[config.mk]
export PLATFORM = sky130hd
export DESIGN_NAME = rapqt_ctrl
export DESIGN_NICKNAME = d
export VERILOG_FILES = /design/src/rtl/rapqt_pkg.sv /design/src/rtl/rapqt_ctrl.sv
export SDC_FILE = /design/constraint.sdc
export NUM_CORES = 1
export LEC_CHECK = 0
export BUFFER_PORTS_ARGS = -buffer_cell sky130_fd_sc_hd__buf_2
export CAP_MARGIN = 10
export CELL_PAD_IN_SITES_DETAIL_PLACEMENT = 1
export CELL_PAD_IN_SITES_GLOBAL_PLACEMENT = 2
export CORE_MARGIN = 2
export CORE_UTILIZATION = 27
export DETAILED_ROUTE_END_ITERATION = 12
export PLACE_DENSITY = 0.82
export SYNTH_ARGS = -nofsm -noshare
export SYNTH_HDL_FRONTEND = slang
export SYNTH_SLANG_ARGS = --single-unit
[constraint.sdc]
create_clock -name clk -period 5.6 [get_ports clk]
set_input_delay 1.12 -clock clk [delete_from_list [all_inputs] [get_ports clk]]
set_output_delay 1.12 -clock clk [all_outputs]
set_load 0.02 [all_outputs]
[src/rtl/rapqt_pkg.sv]
// Package: widths, codes and controller/datapath interface types.
`default_nettype none

package rapqt_pkg;

  localparam int USED_W           = 11;
  localparam int POS_W            = 10;
  localparam int DATA_W           = 64;
  localparam int DEFAULT_MAX_SIZE = 1024;

  localparam logic [USED_W-1:0] USED_RESET = 11'd1024;

  localparam logic CMD_ADD   = 1'b0;
  localparam logic CMD_QUERY = 1'b1;

  typedef struct packed {
    logic clr_start;
    logic clr_step;
    logic load;
    logic rd_l;
    logic wr_l;
    logic rd_r;
    logic wr_r;
    logic shift;
    logic rd_p;
    logic acc;
    logic out_load;
  } rapqt_cmd_t;

  typedef struct packed {
    logic l_lt_r;
    logic l_odd;
    logic r_odd;
    logic p_is_one;
    logic clr_last;
    logic out_busy;
  } rapqt_status_t;

endpackage

`default_nettype wire

[src/rtl/rapqt_ctrl.sv]
// Controller: sequences clearing, range adds and point queries.
`default_nettype none

module rapqt_ctrl import rapqt_pkg::*; (
  input  wire logic          clk,
  input  wire logic          rst,
  input  wire logic          cfg_wr_en,
  input  wire logic          in_valid,
  input  wire logic          command,
  output logic               in_stall,
  output rapqt_cmd_t         cmd,
  input  wire rapqt_status_t status
);

  typedef enum logic [8:0] {
    S_CLEAR = 9'b000000001,
    S_IDLE  = 9'b000000010,
    S_ADD_L = 9'b000000100,
    S_WR_L  = 9'b000001000,
    S_ADD_R = 9'b000010000,
    S_WR_R  = 9'b000100000,
    S_Q_RD  = 9'b001000000,
    S_Q_ACC = 9'b010000000,
    S_Q_OUT = 9'b100000000
  } state_t;

  state_t state, state_next;

  always_ff @(posedge clk) begin
    if (rst) begin
      state <= S_CLEAR;
    end else begin
      state <= state_next;
    end
  end

  // hold the input off while busy or while a size write restarts the tree
  assign in_stall = (state != S_IDLE) || cfg_wr_en;

  always_comb begin
    state_next = state;
    cmd        = '0;
    if (cfg_wr_en) begin
      // restart the clearing pass on every size write
      cmd.clr_start = 1'b1;
      state_next    = S_CLEAR;
    end else begin
      case (state)
        S_CLEAR: begin
          cmd.clr_step = 1'b1;
          if (status.clr_last) state_next = S_IDLE;
        end
        S_IDLE: begin
          if (in_valid) begin
            cmd.load   = 1'b1;
            state_next = (command == CMD_QUERY) ? S_Q_RD : S_ADD_L;
          end
        end
        S_ADD_L: begin
          if (!status.l_lt_r) begin
            state_next = S_IDLE;
          end else if (status.l_odd) begin
            cmd.rd_l   = 1'b1;
            state_next = S_WR_L;
          end else begin
            state_next = S_ADD_R;
          end
        end
        S_WR_L: begin
          cmd.wr_l   = 1'b1;
          state_next = S_ADD_R;
        end
        S_ADD_R: begin
          if (status.r_odd) begin
            cmd.rd_r   = 1'b1;
            state_next = S_WR_R;
          end else begin
            cmd.shift  = 1'b1;
            state_next = S_ADD_L;
          end
        end
        S_WR_R: begin
          cmd.wr_r   = 1'b1;
          cmd.shift  = 1'b1;
          state_next = S_ADD_L;
        end
        S_Q_RD: begin
          cmd.rd_p   = 1'b1;
          state_next = S_Q_ACC;
        end
        S_Q_ACC: begin
          cmd.acc    = 1'b1;
          state_next = status.p_is_one ? S_Q_OUT : S_Q_RD;
        end
        S_Q_OUT: begin
          if (!status.out_busy) begin
            cmd.out_load = 1'b1;
            state_next   = S_IDLE;
          end
        end
        default: begin
          state_next = S_CLEAR;
        end
      endcase
    end
  end

endmodule

`default_nettype wire

==> metrics, run 1 <==
largest register by flop count=state; setup TNS=0 ns; DR WL/cell=13.5 µm; Clock transition at path regs=0.07 ns; hold crit path type=reg2reg; GR Util All Layers=0.152; P_sw=0.0402 mW; TritonCTS clock tree=yes; PortBufs=22; largest fanout on the critical path=7; Top Registers=state: 9 flops; DRC viols=0; total die area=2860 µm²; CP Class=reg2out; grt total ovfl=0; dpl hpwl=1510 µm; vias in the first global route=691; initial antenna violation count=0; Final Cell Area=812 µm²; Max Root-Sink Buffers=2; Critical Path AT=2.15 ns; Comb pwr share=0.154; clock share of power=0.369; H-tree depth=1; Post-Syn Instances=94; CTS buffer count=3; Worst-Margin Slew=0.445 ns; register area share after synthesis=0.272; number of DRC markers in iteration 0=16; clock latency on the worst-skew pair=0.26 ns; Ports=23; cell area power density=174 nW/µm²; Critical Path RT=4.48 ns; initial core utilization=0.294; Internal Power=0.101 mW; Layout Area Growth over Synthesis=22.7%; Sw Ratio=0.285; Vias/cell=5.32; Cell Area, Placed=785 µm²; number of antenna-violating nets in the routed design=0; # rows=17; layout cells sized above 1=0.261; Fin. Hold Viols=0; Seq pwr share=0.477; max FFs per register=9; Slew headroom=0.701; post-layout min period=3.27 ns; fmax=0.306 GHz; via count=761; number of setup buffers added after CTS=0; gpl congestion=0.759; Syn Area/Cell=7.04 µm²; Yosys reg bits=9; Netlist cell types=35; Leakage=0.347 nW; Final #Nets=127; Die Y=53.5 µm; Final setup viols=0; largest net degree at the start of global routing=13; critical path launch point type=flop; Core Footprint=2250 µm²; RSZ-0062 raised after global routing=false; Synth warnings=0; global-route wire length before repair=3110 µm; Die Width=53.5 µm; Root Driver=clkbuf_4; critical path capture point type=output port; fin crit share=0.584; Peak VDD IR=0.000105 V; first drt pass iteration count=4; Hold-fix buffers, CTS=0; Netlist Area Pre-Place=662 µm²; Worst Skew=0.00697 ns; final wirelength=1930 µm; syn_nets=105; clk sink count=9; Inserted Diodes=0; status=finished clean; Slew Viols, Final=0; # Max-Cap Violations=0; CTS resizes=0
metrics by stage:
step,total power [mW],std cells,setup slack (ns),utilization,hold WS (ns)
finish,0.141,143,2.33,0.360,0.603
global route,0.149,143,2.15,0.360,0.616
CTS,0.145,143,2.31,0.360,0.599
detailed placement,0.0907,139,2.61,0.348,0.582
global placement,0.0904,139,2.66,0.348,0.581
floorplan,0.0824,94,2.52,-,0.511
layout make-up:
cell class	instances	area, µm²
fillers	309	1440
flip-flops and latches	9	180
repair buffers	22	110
inverters	1	3.75
multi-input cells	79	455
well taps	28	35.0
clock inverters	1	5.00
clock buffers	3	22.5
metal layers:
| layer | vias to the layer above | track usage | wire [µm] |
|---|---|---|---|
| met4 | 0 | 0.0641 | 19 |
| met2 | 18 | 0.212 | 798 |
| met5 | - | 0 | 0 |
| met3 | 2 | 0.0339 | 80 |
| met1 | 351 | 0.220 | 1030 |
| li1 | 390 | - | - |
power by group through the flow:
| stage | combinational (mW) | clock, mW | sequential, mW |
|---|---|---|---|
| 2_1_floorplan | 0.0153 | 0 | 0.0672 |
| 5_1_grt | 0.0244 | 0.0569 | 0.0674 |
| 6_report | 0.0217 | 0.0520 | 0.0673 |
| 3_3_place_gp | 0.0216 | 0 | 0.0688 |
| 3_5_place_dp | 0.0219 | 0 | 0.0688 |
| 4_1_cts | 0.0220 | 0.0554 | 0.0673 |
worst max-delay path, cell delays in order (launching register included):
cell and delay, ns:
dfxtp_1 0.37, or4_1 0.64, nor4_2 0.37, nand2b_1 0.14, nor3_1 0.18, buf_2 0.19
final timing paths:
check	start	to	slack, ns	cells past startpoint
worst min-delay path	state[7]	state[8]	0.60	2
worst max register to register	state[5]	state[0]	3.68	5
worst min register to register	state[7]	state[8]	0.60	2
worst max-delay path	state[3]	cmd[0]	2.33	5
cells in the final DEF (no fill, tap or decap), types with 2 or more instances in the layout:
cell type	n
buf_2	22
nor2_1	18
dfxtp_1	9
nor3_1	8
nand2b_1	7
a21oi_1	7
or4_1	4
nand2_1	4
nand3_1	3
clkbuf_4	3
nand4_1	2
a21o_1	2
nor2b_1	2
o21ai_0	2
cell usage after synthesis:
cell type | instances | area, µm²
o21a_1 | 1 | 7.51
and3_1 | 1 | 6.26
nor4b_1 | 1 | 8.76
a21oi_1 | 7 | 35.0
or2_2 | 1 | 6.26
and2b_1 | 1 | 7.51
nand2_1 | 4 | 15.0
nand3_1 | 3 | 15.0
or2b_1 | 1 | 7.51
a221oi_1 | 1 | 8.76
nand3b_1 | 1 | 7.51
nor2b_1 | 2 | 12.5
inv_1 | 1 | 3.75
clkbuf_1 | 4 | 15.0
or3b_2 | 1 | 8.76
nor3_1 | 8 | 40.0
nand4_1 | 2 | 12.5
nor4_2 | 1 | 12.5
o21bai_1 | 1 | 7.51
o211ai_1 | 1 | 7.51
buf_4 | 1 | 7.51
or4_1 | 4 | 30.0
a2bb2oi_1 | 1 | 8.76
o21ai_0 | 2 | 10.0
nand2b_1 | 7 | 43.8
o21ai_1 | 1 | 5.00
a31oi_1 | 1 | 6.26
maj3_2 | 1 | 11.3
xnor2_1 | 1 | 8.76
nor4_1 | 1 | 6.26
and4b_1 | 1 | 10.0
nor2_1 | 18 | 67.6
dfxtp_1 | 9 | 180
o22ai_1 | 1 | 6.26
a21o_1 | 2 | 15.0
kinds of logic after synthesis:
logic type | after synthesis | share of synthesized area
compound gates | 19 | 0.178
xor+xnor | 1 | 0.0132
fa+ha+maj | 1 | 0.0170
buf+inv | 6 | 0.0397
flops | 9 | 0.272
simple gates | 58 | 0.480
No activity file was read; power rests on OpenSTA's default activity.
==> inputs of run 2 (changes only) <==
Settings changed: ABC_AREA from default to 1, CORE_UTILIZATION 27 to 24, PLACE_DENSITY 0.82 to 0.77.
Clock period 5.6 ns to 3.28 ns, I/O delays scaled along.
==> metrics, run 2 <==
Cell Area, Placed=880 µm² (was 785 µm²); largest fanout on the critical path=13 (was 7); FF+latch area=180 µm² (unchanged); Cell Count, Final, Fillers Out=186 (was 143); cell area power density=277 nW/µm² (was 174 nW/µm²); Slowest cell on crit path=nor2_2 (was or4_1); DR WL/cell=12.4 µm (was 13.5 µm); Yosys reg bits=9 (unchanged); initial antenna violation count=0 (unchanged); Worst Skew=0.000532 ns (was 0.00697 ns); Ports=23 (unchanged); asr flop ratio synth=0 (unchanged); clock latency on the worst-skew pair=0.26 ns (about the same); number of synthesized flops with an enable pin=0 (unchanged); most used flip-flop cell after synthesis=dfxtp_1 (unchanged); Slew Viols, Final=0 (unchanged); Buffers & Inverters on Critical Path=2 (was 1); final wirelength=2300 µm (was 1930 µm); grt total ovfl=0 (unchanged); total die area=3570 µm² (was 2860 µm²); Leakage=0.479 nW (was 0.347 nW); kind of cell adding the most delay to the critical path=simple AND/OR/NAND/NOR gates (unchanged); layout cells sized above 1=0.222 (was 0.261); Slowest Stage Delay on Critical Path=0.40 ns (was 0.64 ns); PortBufs=22 (unchanged); number of setup buffers added after CTS=0 (unchanged); register area share after synthesis=0.241 (was 0.272); fmax=0.415 GHz; H-tree depth=1 (unchanged); Peak VDD IR=0.0000814 V (was 0.000105 V); Layout Area Growth over Synthesis=21.3% (was 22.7%); Netlist Area Pre-Place=747 µm² (was 662 µm²); setup TNS=0 ns (unchanged); clk sink count=9 (unchanged); Die Y=59.8 µm (was 53.5 µm); number of DRC markers in iteration 0=9 (was 16); Slew headroom=0.669 (was 0.701); WHS=0.585 ns (was 0.603 ns); GR peak layer=met2 (was met1); post-layout min period=2.41 ns; cells along the critical path=inv_1, nand2_1, nor2_2, nand3_1, a21oi_1, buf_2 (was or4_1, nor4_2, nand2b_1, nor3_1, buf_2); # Max-Cap Violations=0 (unchanged); Final WS setup=0.872 ns (was 2.33 ns); Die Width=59.8 µm (was 53.5 µm); Synth area leader=dfxtp_1 (unchanged); Root Driver=clkbuf_4 (unchanged); Top Registers=state: 9 flops (unchanged); M3 GR Usage=0.00216 (was 0.0339); via count=865 (was 761); gpl congestion=0.761 (was 0.759); ranking of synthesized cells by area=dfxtp_1 (24%), nor2_1 (16%), nand3_1 (12%) (was dfxtp_1 (27%), nor2_1 (10%), nand2b_1 (6.6%)); Fin. Hold Viols=0 (unchanged); Netlist cell types=17 (was 35); placed insts=182 (was 139); syn_nets=141 (was 105); Critical Path RT=2.62 ns (was 4.48 ns); initial core utilization=0.249 (was 0.294); Worst-Margin Slew=0.496 ns (was 0.445 ns); Core Footprint=3000 µm² (was 2250 µm²); largest net degree at the start of global routing=14 (was 13); CP Class=reg2out (unchanged); Final Cell Area=906 µm² (was 812 µm²); Inserted Diodes=0 (unchanged); CTS resizes=0 (unchanged); global-route wire length before repair=3950 µm (was 3110 µm); Final setup viols=0 (unchanged); dpl hpwl=1980 µm (was 1510 µm); hold crit path type=reg2reg (unchanged); Post-Syn Instances=130 (was 94); DRC viols=0 (unchanged); Hold-fix buffers, CTS=0 (unchanged); Max Root-Sink Buffers=2 (unchanged); number of antenna-violating nets in the routed design=0 (unchanged); share of the synthesized area in the top cell type=0.241 (was 0.272); top post-synthesis cells by count=nor2_1 (32), inv_1 (20), nand2_1 (20) (was nor2_1 (18), dfxtp_1 (9), nor3_1 (8)); max FFs per register=9 (unchanged); pre-CTS WS=1.17 ns (was 2.61 ns); Core Util, Final=0.302 (was 0.360); Synth warnings=0 (unchanged); first drt pass iteration count=4 (unchanged); largest register by flop count=state (unchanged); fin crit share=0.734; Critical Path AT=1.75 ns (was 2.15 ns); status=finished clean (unchanged); CTS buffer count=3 (unchanged); Syn Area/Cell=5.75 µm² (was 7.04 µm²); most frequent cells in the layout=nor2_1 (32), buf_2 (22), inv_1 (20), nand2_1 (20), nand3_1 (18) (was buf_2 (22), nor2_1 (18), dfxtp_1 (9)); Clock transition at path regs=0.06 ns (was 0.07 ns); vias in the first global route=840 (was 691); grt met1 use=0.196 (was 0.220); GR Util All Layers=0.146 (was 0.152); # rows=20 (was 17); most common cell in the netlist=nor2_1 (unchanged); most common cell after layout, fill and taps aside=nor2_1 (was buf_2); Fillers=424 (was 309); critical path capture point type=output port (unchanged); critical path launch point type=flop (unchanged); Vias/cell=4.65 (was 5.32); GR met2 Demand/Resource=0.242 (was 0.212); RSZ-0062 raised after global routing=false (unchanged); area of the multi-input gates=469 µm² (was 455 µm²); Final #Nets=165 (was 127); total chip power=0.251 mW (was 0.141 mW); TritonCTS clock tree=yes (unchanged)
==> run 2: per-layer routing <==
metal  part of all wire  routed length, µm
met5                  0                  0
met2               0.49               1120
met4              0.011                 25
met1               0.47               1070
met3              0.035                 80
==> run 2: kinds of logic after synthesis <==
family                 count (synthesis)  share of synthesized area
buffers and inverters                 24                      0.131
and+or+nand+nor                       94                      0.608
AOI/OAI and AO/OA                      3                     0.0201
DFF                                    9                      0.241
==> run 2: final timing paths <==
kind                            startpoint  endpoint  slack [ns]  cells past startpoint
worst max-delay path              state[1]    cmd[3]        0.87                      6
worst min-delay path              state[6]  state[7]        0.58                      2
worst max register to register    state[1]  state[6]        1.78                      7
worst min register to register    state[6]  state[7]        0.58                      2
==> run 2: where the power goes <==
part	leakage, nW	internal, mW	switching, mW
clock network	0.0150	0.0468	0.0367
registers	0.0729	0.112	0.00183
logic	0.391	0.0174	0.0368
total	0.479	0.176	0.0753
==> run 2: layout make-up <==
cell class | instances | area share
inverters | 21 | 0.0870
multi-input cells | 97 | 0.518
well taps | 33 | 0.0456
repair buffers | 22 | 0.122
clock buffers | 4 | 0.0290
flip-flops and latches | 9 | 0.199
==> run 2: tightest hold or removal path, delay by kind of cell (launching register included) <==
| family | cells | cell delay [ns] |
|---|---|---|
| flip-flops | 1 | 0.35 |
| AND/OR/NAND/NOR | 2 | 0.19 |
